$ cat src/hdl/sifd_pkg.sv
`default_nettype none

package sifd_pkg;

  localparam int IMAGE_WIDTH  = 80;
  localparam int IMAGE_HEIGHT = 64;
  localparam int PACKED_BYTES = 7680;

  localparam int BYTE_W   = 8;
  localparam int SAMPLE_W = 12;
  localparam int ADDR_W   = 13;
  localparam int POS_W    = 13;
  localparam int CNT_W    = 7;
  localparam int CRC_W    = 32;
  localparam int LANES    = 4;
  localparam int GROUP_W  = 3;
  localparam int LANE_W   = 2;

  localparam int QUEUE_DEPTH = 8;
  localparam int QPTR_W      = $clog2(QUEUE_DEPTH);
  localparam int QCNT_W      = $clog2(QUEUE_DEPTH + 1);

  localparam logic [POS_W-1:0] PACK_START   = POS_W'(8);
  localparam logic [POS_W-1:0] TRAIL_START  = POS_W'(8 + PACKED_BYTES);
  localparam logic [POS_W-1:0] TRAIL_END    = POS_W'(12 + PACKED_BYTES);
  localparam logic [POS_W-1:0] LAST_POS     = POS_W'(12 + PACKED_BYTES);
  localparam logic [POS_W-1:0] TOTAL_LEN    = POS_W'(13 + PACKED_BYTES);
  localparam logic [POS_W-1:0] LAST_SUM_POS = POS_W'(11 + PACKED_BYTES);
  localparam logic [15:0]      DATA_LEN     = 16'(PACKED_BYTES + 10);
  localparam logic [BYTE_W-1:0] SUM_INIT    = BYTE_W'(PACKED_BYTES + 10);

  localparam logic [CRC_W-1:0] CRC_POLY = 32'h04c1_1db7;
  localparam logic [CRC_W-1:0] CRC_INIT = 32'hffff_ffff;

  localparam logic [BYTE_W-1:0] SUM_TARGET  = 8'haa;
  localparam logic [BYTE_W-1:0] SUM_WAIVE   = 8'h88;
  localparam logic [BYTE_W-1:0] BAD_FIRST   = 8'haa;
  localparam logic [3:0]        CLASS_NIBBLE = 4'h2;

  localparam logic [GROUP_W-1:0] GROUP_LAST = GROUP_W'(5);
  localparam logic [LANE_W-1:0]  LANE_LAST  = LANE_W'(LANES - 1);
  localparam logic [CNT_W:0]     ROW_LIMIT  = (CNT_W + 1)'(IMAGE_HEIGHT);

  typedef enum logic [2:0] {
    ST_OK       = 3'd0,
    ST_SHAPE    = 3'd1,
    ST_CLASS    = 3'd2,
    ST_CHECKSUM = 3'd3,
    ST_CRC      = 3'd4
  } sifd_status_t;

  typedef struct packed {
    logic                                is_status;
    logic [LANES-1:0][SAMPLE_W-1:0]      samples;
    sifd_status_t                        code;
    logic                                skipped;
  } sifd_job_t;

  typedef struct packed {
    logic      empty;
    sifd_job_t head;
  } sifd_qhead_t;

  function automatic logic [CRC_W-1:0] crc_byte(input logic [CRC_W-1:0] crc,
                                                 input logic [BYTE_W-1:0] b);
    logic [CRC_W-1:0] c;
    c = crc ^ {b, 24'h0};
    for (int i = 0; i < 8; i++) begin
      c = c[CRC_W-1] ? ((c << 1) ^ CRC_POLY) : (c << 1);
    end
    return c;
  endfunction

endpackage

`default_nettype wire

$ cat src/hdl/sifd_in_if.sv
`default_nettype none

interface sifd_in_if;
  import sifd_pkg::*;

  logic              valid;
  logic              ready;
  logic [BYTE_W-1:0] frame_byte;
  logic              frame_end;

  modport source (output valid, output frame_byte, output frame_end, input ready);
  modport sink   (input valid, input frame_byte, input frame_end, output ready);
endinterface

`default_nettype wire

$ cat src/hdl/sifd_out_if.sv
`default_nettype none

interface sifd_out_if;
  import sifd_pkg::*;

  logic                valid;
  logic                ready;
  logic [SAMPLE_W-1:0] sample_value;
  logic [ADDR_W-1:0]   pixel_address;
  logic                is_status;
  logic [2:0]          frame_status;
  logic                checksum_skipped;
  logic                result_last;

  modport source (output valid, output sample_value, output pixel_address,
                  output is_status, output frame_status, output checksum_skipped,
                  output result_last, input ready);
  modport sink   (input valid, input sample_value, input pixel_address,
                  input is_status, input frame_status, input checksum_skipped,
                  input result_last, output ready);
endinterface

`default_nettype wire

$ cat src/hdl/sensor_image_frame_decoder_core.sv
// Decodes one byte of a packed 12-bit image frame per transfer and returns four
// raster-addressed samples per six packed bytes, then one status result on the byte
// flagged frame_end (ok, shape, class, checksum or CRC). Input ready falls only while
// the queue is full, which a stalled result side causes; else a byte is taken every
// cycle: header checks, the CRC-32/MPEG-2 update and the additive sum run in the front
// stage in the cycle of the transfer, and each finished sample group or status goes
// into an eight-entry queue. The back stage drains the queue at one result per cycle
// unless the output stalls, through an output register that a result reaches after its
// queue entry; a sample group leaves as four results, a status as one. Samples leave
// before the frame is verified: commit them only on status ok.
`default_nettype none

module sensor_image_frame_decoder_core (
  input  wire logic clk,
  input  wire logic rst_n,
  sifd_in_if.sink   in_ch,
  sifd_out_if.source out_ch
);
  import sifd_pkg::*;

  logic        push;
  sifd_job_t   push_job;
  logic        full;
  logic        pop;
  sifd_qhead_t qhead;

  sifd_front u_front (
    .clk        (clk),
    .rst_n      (rst_n),
    .in_ch      (in_ch),
    .queue_full (full),
    .push       (push),
    .push_job   (push_job)
  );

  sifd_queue u_queue (
    .clk      (clk),
    .rst_n    (rst_n),
    .push     (push),
    .push_job (push_job),
    .full     (full),
    .pop      (pop),
    .qhead    (qhead)
  );

  sifd_back u_back (
    .clk    (clk),
    .rst_n  (rst_n),
    .qhead  (qhead),
    .pop    (pop),
    .out_ch (out_ch)
  );

endmodule

`default_nettype wire

$ cat src/hdl/sifd_front.sv
`default_nettype none

module sifd_front (
  input  wire logic          clk,
  input  wire logic          rst_n,
  sifd_in_if.sink            in_ch,
  input  wire logic          queue_full,
  output logic               push,
  output sifd_pkg::sifd_job_t push_job
);
  import sifd_pkg::*;

  logic [POS_W-1:0]   pos_r,    pos_nxt;
  logic [CRC_W-1:0]   crc_r,    crc_nxt;
  logic [BYTE_W-1:0]  sum_r,    sum_nxt;
  logic [BYTE_W-1:0]  len_lo_r, len_lo_nxt;
  sifd_status_t       err_r,    err_nxt;
  logic [GROUP_W-1:0] gidx_r,   gidx_nxt;
  logic [BYTE_W-1:0]  grp_r [5];
  logic [BYTE_W-1:0]  grp_nxt [5];
  logic [BYTE_W-1:0]  trl_r [4];
  logic [BYTE_W-1:0]  trl_nxt [4];

  logic              accept;
  logic [BYTE_W-1:0] b;
  logic [CRC_W-1:0]  seen;
  logic              waived;
  logic [POS_W-1:0]  trl_off;

  function automatic sifd_status_t note(input sifd_status_t cur, input sifd_status_t code);
    return (cur == ST_OK || code < cur) ? code : cur;
  endfunction

  assign in_ch.ready = !queue_full;
  assign accept      = in_ch.valid && !queue_full;
  assign b           = in_ch.frame_byte;
  assign seen        = {trl_r[2], trl_r[3], trl_r[0], trl_r[1]};
  assign waived      = (b == SUM_WAIVE);
  assign trl_off     = pos_r - TRAIL_START;

  always_comb begin
    pos_nxt    = pos_r;
    crc_nxt    = crc_r;
    sum_nxt    = sum_r;
    len_lo_nxt = len_lo_r;
    err_nxt    = err_r;
    gidx_nxt   = gidx_r;
    grp_nxt    = grp_r;
    trl_nxt    = trl_r;
    push       = 1'b0;
    push_job   = '0;
    if (accept) begin
      if (in_ch.frame_end) begin
        push               = 1'b1;
        push_job.is_status = 1'b1;
        if (pos_r != LAST_POS) begin
          push_job.code = ST_SHAPE;
        end else if (err_r != ST_OK) begin
          push_job.code = err_r;
        end else if (!waived && b != SUM_TARGET - sum_r) begin
          push_job.code = ST_CHECKSUM;
        end else begin
          push_job.code    = (seen == crc_r) ? ST_OK : ST_CRC;
          push_job.skipped = waived;
        end
        pos_nxt    = '0;
        crc_nxt    = CRC_INIT;
        sum_nxt    = SUM_INIT;
        len_lo_nxt = '0;
        err_nxt    = ST_OK;
        gidx_nxt   = '0;
      end else begin
        if (pos_r == POS_W'(0)) begin
          if (b[7:4] != CLASS_NIBBLE) err_nxt = note(err_r, ST_CLASS);
          sum_nxt = sum_r + b;
        end else if (pos_r == POS_W'(1)) begin
          len_lo_nxt = b;
        end else if (pos_r == POS_W'(2)) begin
          if ({b, len_lo_r} != DATA_LEN) err_nxt = note(err_r, ST_SHAPE);
        end
        if (pos_r >= POS_W'(3) && pos_r <= LAST_SUM_POS) sum_nxt = sum_r + b;
        if (pos_r == POS_W'(3) && b == BAD_FIRST) err_nxt = note(err_r, ST_CLASS);
        if (pos_r >= PACK_START && pos_r < TRAIL_START) begin
          crc_nxt = crc_byte(crc_r, b);
          if (gidx_r == GROUP_LAST) begin
            gidx_nxt         = '0;
            push             = 1'b1;
            push_job.samples[0] = {grp_r[0][3:0], grp_r[1]};
            push_job.samples[1] = {grp_r[3], grp_r[0][7:4]};
            push_job.samples[2] = {b[3:0], grp_r[2]};
            push_job.samples[3] = {grp_r[4], b[7:4]};
          end else begin
            grp_nxt[gidx_r] = b;
            gidx_nxt        = gidx_r + GROUP_W'(1);
          end
        end else if (pos_r >= TRAIL_START && pos_r < TRAIL_END) begin
          trl_nxt[trl_off[1:0]] = b;
        end
        if (pos_r < TOTAL_LEN) pos_nxt = pos_r + POS_W'(1);
      end
    end
  end

  always_ff @(posedge clk) begin
    if (!rst_n) begin
      pos_r    <= '0;
      crc_r    <= CRC_INIT;
      sum_r    <= SUM_INIT;
      len_lo_r <= '0;
      err_r    <= ST_OK;
      gidx_r   <= '0;
    end else begin
      pos_r    <= pos_nxt;
      crc_r    <= crc_nxt;
      sum_r    <= sum_nxt;
      len_lo_r <= len_lo_nxt;
      err_r    <= err_nxt;
      gidx_r   <= gidx_nxt;
    end
  end

  always_ff @(posedge clk) begin
    grp_r <= grp_nxt;
    trl_r <= trl_nxt;
  end

endmodule

`default_nettype wire

$ cat src/hdl/sifd_queue.sv
`default_nettype none

module sifd_queue (
  input  wire logic                clk,
  input  wire logic                rst_n,
  input  wire logic                push,
  input  wire sifd_pkg::sifd_job_t push_job,
  output logic                     full,
  input  wire logic                pop,
  output sifd_pkg::sifd_qhead_t    qhead
);
  import sifd_pkg::*;

  sifd_job_t          mem [QUEUE_DEPTH];
  logic [QPTR_W-1:0]  wr_ptr_r, wr_ptr_nxt;
  logic [QPTR_W-1:0]  rd_ptr_r, rd_ptr_nxt;
  logic [QCNT_W-1:0]  count_r,  count_nxt;
  logic               do_pop;

  assign full        = (count_r == QCNT_W'(QUEUE_DEPTH));
  assign qhead.empty = (count_r == '0);
  assign qhead.head  = mem[rd_ptr_r];
  assign do_pop      = pop && !qhead.empty;

  always_comb begin
    wr_ptr_nxt = push ? wr_ptr_r + QPTR_W'(1) : wr_ptr_r;
    rd_ptr_nxt = do_pop ? rd_ptr_r + QPTR_W'(1) : rd_ptr_r;
    count_nxt  = count_r + QCNT_W'(push) - QCNT_W'(do_pop);
  end

  always_ff @(posedge clk) begin
    if (!rst_n) begin
      wr_ptr_r <= '0;
      rd_ptr_r <= '0;
      count_r  <= '0;
    end else begin
      wr_ptr_r <= wr_ptr_nxt;
      rd_ptr_r <= rd_ptr_nxt;
      count_r  <= count_nxt;
    end
  end

  always_ff @(posedge clk) begin
    if (push) mem[wr_ptr_r] <= push_job;
  end

  a_no_overflow: assert property (@(posedge clk) disable iff (!rst_n)
    full |-> !push) else $error("queue written while full");

  a_count_bound: assert property (@(posedge clk) disable iff (!rst_n)
    count_r <= QCNT_W'(QUEUE_DEPTH)) else $error("queue count out of range");

  a_count_track: assert property (@(posedge clk) disable iff (!rst_n)
    (push && !do_pop) |=> count_r == $past(count_r) + QCNT_W'(1))
    else $error("queue count missed a push");

endmodule

`default_nettype wire

$ cat src/hdl/sifd_back.sv
`default_nettype none

module sifd_back (
  input  wire logic                  clk,
  input  wire logic                  rst_n,
  input  wire sifd_pkg::sifd_qhead_t qhead,
  output logic                       pop,
  sifd_out_if.source                 out_ch
);
  import sifd_pkg::*;

  logic                valid_r,  valid_nxt;
  logic [SAMPLE_W-1:0] value_r,  value_nxt;
  logic [ADDR_W-1:0]   addr_r,   addr_nxt;
  logic                stat_r,   stat_nxt;
  sifd_status_t        code_r,   code_nxt;
  logic                skip_r,   skip_nxt;
  logic                last_r,   last_nxt;
  logic [LANE_W-1:0]   lane_r,   lane_nxt;
  logic [CNT_W-1:0]    row_r,    row_nxt;
  logic [CNT_W-1:0]    col_r,    col_nxt;

  logic                load;
  logic [CNT_W-1:0]    row_inc;
  logic [ADDR_W:0]     addr_full;

  assign load      = !qhead.empty && (!valid_r || out_ch.ready);
  assign row_inc   = row_r + CNT_W'(1);
  assign addr_full = (ADDR_W + 1)'(row_r) * (ADDR_W + 1)'(IMAGE_WIDTH)
                   + (ADDR_W + 1)'(col_r);

  always_comb begin
    valid_nxt = valid_r && !out_ch.ready;
    value_nxt = value_r;
    addr_nxt  = addr_r;
    stat_nxt  = stat_r;
    code_nxt  = code_r;
    skip_nxt  = skip_r;
    last_nxt  = last_r;
    lane_nxt  = lane_r;
    row_nxt   = row_r;
    col_nxt   = col_r;
    pop       = 1'b0;
    if (load) begin
      valid_nxt = 1'b1;
      if (qhead.head.is_status) begin
        value_nxt = '0;
        addr_nxt  = '0;
        stat_nxt  = 1'b1;
        code_nxt  = qhead.head.code;
        skip_nxt  = qhead.head.skipped;
        last_nxt  = 1'b1;
        lane_nxt  = '0;
        row_nxt   = '0;
        col_nxt   = '0;
        pop       = 1'b1;
      end else begin
        value_nxt = qhead.head.samples[lane_r];
        addr_nxt  = addr_full[ADDR_W-1:0];
        stat_nxt  = 1'b0;
        code_nxt  = ST_OK;
        skip_nxt  = 1'b0;
        last_nxt  = (lane_r == LANE_LAST);
        pop       = (lane_r == LANE_LAST);
        lane_nxt  = lane_r + LANE_W'(1);
        if ({1'b0, row_inc} == ROW_LIMIT) begin
          row_nxt = '0;
          col_nxt = col_r + CNT_W'(1);
        end else begin
          row_nxt = row_inc;
        end
      end
    end
  end

  always_ff @(posedge clk) begin
    if (!rst_n) begin
      valid_r <= 1'b0;
      lane_r  <= '0;
      row_r   <= '0;
      col_r   <= '0;
    end else begin
      valid_r <= valid_nxt;
      lane_r  <= lane_nxt;
      row_r   <= row_nxt;
      col_r   <= col_nxt;
    end
  end

  always_ff @(posedge clk) begin
    value_r <= value_nxt;
    addr_r  <= addr_nxt;
    stat_r  <= stat_nxt;
    code_r  <= code_nxt;
    skip_r  <= skip_nxt;
    last_r  <= last_nxt;
  end

  assign out_ch.valid            = valid_r;
  assign out_ch.sample_value     = value_r;
  assign out_ch.pixel_address    = addr_r;
  assign out_ch.is_status        = stat_r;
  assign out_ch.frame_status     = code_r;
  assign out_ch.checksum_skipped = skip_r;
  assign out_ch.result_last      = last_r;

  a_status_last: assert property (@(posedge clk) disable iff (!rst_n)
    (valid_r && stat_r) |-> last_r) else $error("status not marked last");

  a_status_clears: assert property (@(posedge clk) disable iff (!rst_n)
    (load && qhead.head.is_status) |=> (row_r == '0 && col_r == '0 && lane_r == '0))
    else $error("raster counters not cleared at frame end");

  a_pop_on_last: assert property (@(posedge clk) disable iff (!rst_n)
    pop |=> last_r && valid_r) else $error("job retired without a last result");

endmodule

`default_nettype wire

$ cat src/flat_wrapper.sv
// flat-port wrapper written by rule: the top's interface ports become plain ports
module sensor_image_frame_decoder_core_flat import sifd_pkg::*;
  (clk, rst_n, in_ch_valid, in_ch_frame_byte, in_ch_frame_end, in_ch_ready, out_ch_valid, out_ch_sample_value, out_ch_pixel_address, out_ch_is_status, out_ch_frame_status, out_ch_checksum_skipped, out_ch_result_last, out_ch_ready);
  sifd_in_if in_ch_i ();
  sifd_out_if out_ch_i ();
  input  wire logic clk;
  input  wire logic rst_n;
  input wire logic [$bits(in_ch_i.valid)-1:0] in_ch_valid;
  input wire logic [$bits(in_ch_i.frame_byte)-1:0] in_ch_frame_byte;
  input wire logic [$bits(in_ch_i.frame_end)-1:0] in_ch_frame_end;
  output wire logic [$bits(in_ch_i.ready)-1:0] in_ch_ready;
  output wire logic [$bits(out_ch_i.valid)-1:0] out_ch_valid;
  output wire logic [$bits(out_ch_i.sample_value)-1:0] out_ch_sample_value;
  output wire logic [$bits(out_ch_i.pixel_address)-1:0] out_ch_pixel_address;
  output wire logic [$bits(out_ch_i.is_status)-1:0] out_ch_is_status;
  output wire logic [$bits(out_ch_i.frame_status)-1:0] out_ch_frame_status;
  output wire logic [$bits(out_ch_i.checksum_skipped)-1:0] out_ch_checksum_skipped;
  output wire logic [$bits(out_ch_i.result_last)-1:0] out_ch_result_last;
  input wire logic [$bits(out_ch_i.ready)-1:0] out_ch_ready;
  assign in_ch_i.valid = in_ch_valid;
  assign in_ch_i.frame_byte = in_ch_frame_byte;
  assign in_ch_i.frame_end = in_ch_frame_end;
  assign in_ch_ready = in_ch_i.ready;
  assign out_ch_valid = out_ch_i.valid;
  assign out_ch_sample_value = out_ch_i.sample_value;
  assign out_ch_pixel_address = out_ch_i.pixel_address;
  assign out_ch_is_status = out_ch_i.is_status;
  assign out_ch_frame_status = out_ch_i.frame_status;
  assign out_ch_checksum_skipped = out_ch_i.checksum_skipped;
  assign out_ch_result_last = out_ch_i.result_last;
  assign out_ch_i.ready = out_ch_ready;
  sensor_image_frame_decoder_core u_core (.clk(clk), .rst_n(rst_n), .in_ch(in_ch_i), .out_ch(out_ch_i));
endmodule
$ cat config.mk
export PLATFORM = sky130hd
export DESIGN_NAME = sensor_image_frame_decoder_core_flat
export DESIGN_NICKNAME = d
export VERILOG_FILES = /design/src/hdl/sifd_pkg.sv /design/src/hdl/sifd_in_if.sv /design/src/hdl/sifd_out_if.sv /design/src/hdl/sensor_image_frame_decoder_core.sv /design/src/hdl/sifd_front.sv /design/src/hdl/sifd_queue.sv /design/src/hdl/sifd_back.sv /design/src/flat_wrapper.sv
export SDC_FILE = /design/constraint.sdc
export NUM_CORES = 1
export LEC_CHECK = 0
export ABC_AREA = 1
export ABC_CLOCK_PERIOD_IN_PS = 11700
export BUFFER_PORTS_ARGS = -buffer_cell sky130_fd_sc_hd__buf_2
export CAP_MARGIN = 5
export CORE_ASPECT_RATIO = 1.4
export CORE_MARGIN = 4
export CORE_UTILIZATION = 60
export DETAILED_ROUTE_END_ITERATION = 16
export MAX_ROUTING_LAYER = met4
export PLACE_DENSITY_LB_ADDON = 0.12
export REMOVE_ABC_BUFFERS = 1
export SYNTH_ARGS = -nofsm -noshare
export SYNTH_HDL_FRONTEND = slang
export SYNTH_SLANG_ARGS = --single-unit
$ cat constraint.sdc
create_clock -name clk -period 11.7 [get_ports clk]
set_input_delay 0.585 -clock clk [delete_from_list [all_inputs] [get_ports clk]]
set_output_delay 0.585 -clock clk [all_outputs]
set_load 0.01 [all_outputs]
# Yosys cells after proc, flatten, opt, wreduce, memory -nomap -nowiden
# Memories as Yosys holds them, arrays and structs flattened. A register that Yosys moved wholly into a read port is not among the register bits.
# Index checks and enable logic that the tools add are counted.
# W data, S select, Z words.
[word_totals]
n_memories = 1
ramBits = 424
regBits = 197
elab_cells = 195
out_inout_bits = 33
inputBits = 13
[mem_list]
columns = ["name", "depth", "word_bits", "rd", "rd_clocked_by_memory_dff", "write_ports", "line", "text"]
rows = [
  ["u_core.u_queue.mem", 8, 53, 1, 1, 1, "sifd_queue.sv:14", "sifd_job_t mem [QUEUE_DEPTH];"],
]
[classes]
n_reduce_logical = 39
n_mul = 1
addsub = 13
order_cmp = 14
bitwise = 14
eq_ne = 17
muxes = 68
[op_table]
columns = ["operator", "n"]
rows = [
  ["$mux W27", 8],
  ["$mux W48", 3],
  ["$not A14 Y14", 8],
  ["$mux W32", 2],
  ["$mux W8", 8],
  ["$mux W3", 18],
  ["$mux W53", 1],
  ["$bwmux W40", 1],
  ["$lt A13 B13 Y1 const B", 3],
  ["$bwmux W32", 1],
  ["$eq A32 B32 Y1", 1],
  ["$xor A32 B32 Y32", 1],
  ["$mux W7", 4],
  ["$eq A13 B2 Y1 const B", 2],
  ["$mux W13", 2],
  ["$bmux W12 S2", 1],
  ["$demux W8 S3", 1],
  ["$demux W8 S2", 1],
  ["$eq A8 B8 Y1 const B", 2],
  ["$ne A16 B13 Y1 const B", 1],
  ["$add A7 B1 Y7 const B", 2],
  ["$mux W1", 14],
  ["$add A13 B1 Y13 const B", 1],
  ["$add A13 B7 Y13", 1],
  ["other kinds (48)", 79],
]

# Longest topological paths before layout
[logic_depth]
depth_word = 19
mapped_depth = 18

# By module
# From an unflattened synthesis, not the netlist that was laid out.
[unflattened]
hier_cells = 3332
area_unflattened_um2 = 30020.0
[by_module_without_submodules]
columns = ["mod", "n_inst", "seq_area_each_um2", "area_per_inst_um2", "cells_per_inst"]
rows = [
  ["sifd_queue", 1, 12992.5, 19155.9, 1919],
  ["sifd_front", 1, 3503.4, 8071.5, 1059],
  ["sifd_back", 1, 1271.2, 2792.7, 354],
]

# Worst setup path before layout
# Ideal clock, no wire load.
[synth_timing]
path_type = "register to register"
startpoint = "register u_core.u_queue.count_r[2]"
endpoint = "memory u_core.u_queue.mem[0][0] (netlist name), enable pin"
setup_slack_ps = 7459
setup_time_ps = 464
n_path_buf = 0
arrival_ps = 3777
t_required_ps = 11236
stages_incl_launch_ff = 11
cell_sequence = "dfxtp_1 -> inv_1 -> ha_1 -> nand3_1 -> nand2_1 -> inv_2 -> nand2_1 -> nand2_4 -> nand2_4 -> or2_4 -> nor2_1"
[synth_between]
elab_chain_cells = 6
[synth_lines]
columns = ["item", "line", "text"]
rows = [
  ["start: declaration", "sifd_queue.sv:17", "logic [QCNT_W-1:0] count_r, count_nxt;"],
  ["start signal: assignment", "sifd_queue.sv:39", "count_r <= count_nxt;"],
  ["$eq A4 B4 Y1", "sifd_queue.sv:20", "assign full = (count_r == QCNT_W'(QUEUE_DEPTH));"],
  ["$logic_not A1 Y1", "n/a", ""],
  ["net in_ch_ready", "flat_wrapper.sv:11", "output wire logic [$bits(in_ch_i.ready)-1:0] in_ch_ready;"],
  ["$logic_and A1 B1 Y1", "sifd_front.sv:35", "assign accept = in_ch.valid && !queue_full;"],
  ["$mux W1", "sifd_front.sv:52", "if (accept) begin"],
  ["$mux W1", "sifd_queue.sv:44", "if (push) mem[wr_ptr_r] <= push_job;"],
  ["$mux W1 (implied by the code)", "sifd_queue.sv:44", ""],
  ["end: declaration", "sifd_queue.sv:14", ""],
]
# The timed path passes the listed nets, and every way through them passes these cells.

==> metrics.md <==
| Metric | Value |
|---|---|
| Clk sinks | 624 |
| Avg Cell Area, Syn | 10.6 um2 |
| Ys Warns | 0 |
| CTS Buffer Depth | 3 |
| Hold path start | out_ch_ready |
| R2R Path End | u_core.u_queue.count_r[2]$_SDFF_PN0_ |
| Crit. End Element | flip-flop |
| Met2 Use GR | 46.3% |
| CP Class | reg2reg |
| Drt wl/cell | 20.1 um |
| Synthesis-stage register bit count | 624 |
| Sequential-to-total area share from yosys stat | 63.9% |
| Fillcell total | 3540 |
| Num ports | 46 |
| Routed Antenna Nets | 0 |
| Clock Root Buffer | clkbuf_16 |
| Fin cells | 3287 |
| IO Port Bufs | 45 |
| NumNets Final | 2679 |
| Initial antenna violation count | 0 |
| Post-cts sizing count | 0 |
| Most frequent cells in the layout | edfxtp_1 (527), nor2_1 (448), nand2_1 (420), o21ai_0 (255), nand3_1 (147) |
| Die width | 190 um |
| RSZ-0062 raised after global routing | no |
| Share of layout cells above drive strength 1 | 8.09% |
| # rows | 93 |
| Pre-antenna DRT Iters | 8 |
| WHS | 0.440 ns |
| Crit path max fanout | 140 |
| Placed Instances | 3185 |
| GRT Util Overall | 27.0% |
| Number of post-CTS setup repair buffers | 0 |
| Worst hold stages | 6 |
| Hold WC Path Type | in2reg |
| DR iter-0 viols | 1870 |
| Pin count of the biggest net entering global routing | 141 |
| Final TNS setup | 0 ns |
| Number of enable flip-flop cells after synthesis | 527 |
| Critical path required time | 12.16 ns |
| Hold Path End | u_core.u_back.out_ch.valid$_SDFF_PN0_ |
| CP Cell Sequence | inv_6 > nor2_1 > o21ai_1 > inv_2 > nand2_1 > o21ai_2 > a21oi_4 > ha_1 > inv_1 > ha_1 > fa_1 > xnor2_1 > nor2_1 |
| Worst-Skew Late Latency | 0.59 ns |
| Mapped Cells | 2633 |
| Mapped Area | 27800 um2 |
| Number of global-route vias before repair | 19300 |
| Core Box Area | 46000 um2 |
| Dpl hpwl | 37600 um |
| Critical Path AT | 4.08 ns |
| Area delta synth->final | 8.37% |
| CTS buffer count | 56 |
| GRT Residual Overflow | 0 |
| M1 GR Usage | 33.4% |
| Die Ht | 263 um |
| Pins Over Slew Limit | 0 |
| Power density over cell area | 199 nW/um2 |
| Htree depth | 2 |
| Initial Utilization | 60.5% |
| Fin. Hold Viols | 0 |
| Skew final | 0.0196 ns |
| Global-route wire length before repair | 104000 um |
| Fmax | 277 MHz |
| Slowest stage delay, CP | 1.01 ns |
| Maximum vdd drop | 0.136 mV |
| Crit path launch type | flip-flop |
| Worst r2r path cells | 13 |
| Residual DRC | 0 |
| Flop2flop setup slack | 8.09 ns |
| Final period utilization | 30.9% |
| GRT busiest layer | met2 |
| Primary FF master, synth | edfxtp_1 |
| Leakage | 0.0101 uW |
| Gp weighted congestion | 0.913 |
| Ant diodes | 0 |
| DIE AREA | 49900 um2 |
| Asr flop ratio synth | 0% |
| Yosys cell types | 52 |
| Routed vias/inst | 5.91 |
| Worst rel slew slack | 18.6% |
| Met3 track demand over resource | 2.95% |
| Most common cell after layout, fill and taps aside | edfxtp_1 |
| Post-layout min period | 3.61 ns |
| CTS tree | done |
| Pin slew with the least headroom to its limit | 1.22 ns |
| Via count | 19400 |
| # setup viols final | 0 |
| Max-cap viol count | 0 |
| Status | completed |
| Total power draw | 6000 uW |
| Routed wire length | 66100 um |
| Hold Buf Count CTS | 0 |
| Critical path's slowest cell | dfxtp_4 |
| Clock-pin slew on the worst setup and hold paths | 0.06 ns |
## state kept, by name, indices dropped and copies added (netlist names), 2 cells and up, named ones only
name and cells:
u_core.u_back.col_r 7, u_core.u_back.lane_r 2, u_core.u_back.out_ch.frame_status 3, u_core.u_back.out_ch.pixel_address 13
u_core.u_back.out_ch.sample_value 12, u_core.u_back.row_r 7, u_core.u_front.crc_r 32, u_core.u_front.err_r 3
u_core.u_front.gidx_r 3, u_core.u_front.grp_r 40, u_core.u_front.len_lo_r 8, u_core.u_front.pos_r 13
u_core.u_front.seen 32, u_core.u_front.sum_r 8, u_core.u_queue.count_r 4, u_core.u_queue.mem 424
u_core.u_queue.rd_ptr_r 3, u_core.u_queue.wr_ptr_r 3
## synthesized netlist by cell type, drive strengths merged, types with 36 or more instances
master  number  area (um2)
o211ai      77         578
o21ai      269        1370
buf         68         423
nand3      148         753
nand2      438        1700
ha          36         450
nor2       461        1750
edfxtp     527       15800
clkbuf      64         240
inv        152         571
dfxtp       97        1940
a21oi       69         360
xor2        54         503
## power by group
| group | internal (uW) | total, uW | leakage, uW | switching [uW] |
|---|---|---|---|---|
| logic | 483 | 1550 | 0.00429 | 1070 |
| registers | 2550 | 2690 | 0.00498 | 141 |
| clock network | 971 | 1750 | 0.000847 | 778 |
| total | 4010 | 6000 | 0.0101 | 1990 |
## worst max-delay path: cells and delay by family (launching register included)
family / cells / cell delay, ns
AO/OA/AOI/OAI: 3 / 0.34
XOR/XNOR: 1 / 0.16
adder cells (fa/ha/maj): 3 / 0.88
buffers and inverters: 3 / 0.69
flip-flops: 1 / 1.01
AND/OR/NAND/NOR: 3 / 0.35
## cell families (layout without fill, tap and decap cells)
kind of cell / Yosys count / count (layout) / share of synthesized area (%)
buffers and inverters: 286 / 323 / 4.47
AO/OA/AOI/OAI: 487 / 487 / 10.3
AND/OR/NAND/NOR: 1113 / 1113 / 16.6
flip-flops: 624 / 624 / 63.9
XOR/XNOR: 83 / 83 / 2.79
adder cells (fa/ha/maj): 40 / 40 / 1.91
## worst max path at each step
| stage | slack (ns) | end | cells after the start | startpoint |
|---|---|---|---|---|
| global route | 7.71 | u_core.u_queue.count_r[2]$_SDFF_PN0_ | 13 | flip-flop |
| global placement | 7.88 | u_core.u_queue.mem[7][20]$_DFFE_PP_ | 8 | in_ch_frame_end |
| floorplan | 3.63 | u_core.u_queue.count_r[2]$_SDFF_PN0_ | 11 | flip-flop |
| finish | 8.09 | u_core.u_queue.count_r[2]$_SDFF_PN0_ | 13 | flip-flop |
| detailed placement | 7.82 | u_core.u_queue.mem[7][8]$_DFFE_PP_ | 8 | in_ch_frame_end |
| CTS | 8.03 | u_core.u_queue.count_r[2]$_SDFF_PN0_ | 13 | flip-flop |
## routing by layer
layer	wire length [um]	up-vias
met1	26000	9445
li1	-	9152
met5	0	-
met4	2210	0
met2	34000	671
met3	3820	157
## final cells by class
cell class | instances | area [um2] | area share, %
Timing Repair Buffer | 67 | 394 | 1.31
Multi-Input combinational cell | 1723 | 8850 | 29.4
Clock inverter | 31 | 240 | 0.798
Tap cell | 617 | 772 | 2.56
Sequential cell | 624 | 17800 | 59.0
Clock buffer | 71 | 1500 | 4.98
Inverter | 154 | 583 | 1.94
## metrics by stage
stage          utilization [%]  setup slack (ns)  instance area, um2
2_1_floorplan                -              3.63               27100
3_3_place_gp              61.7              7.88               28400
3_5_place_dp              61.7              7.82               28400
4_1_cts                   65.5              8.03               30100
5_1_grt                   65.5              7.71               30100
6_report                  65.5              8.09               30100
Power figures use the tool's default switching activity.
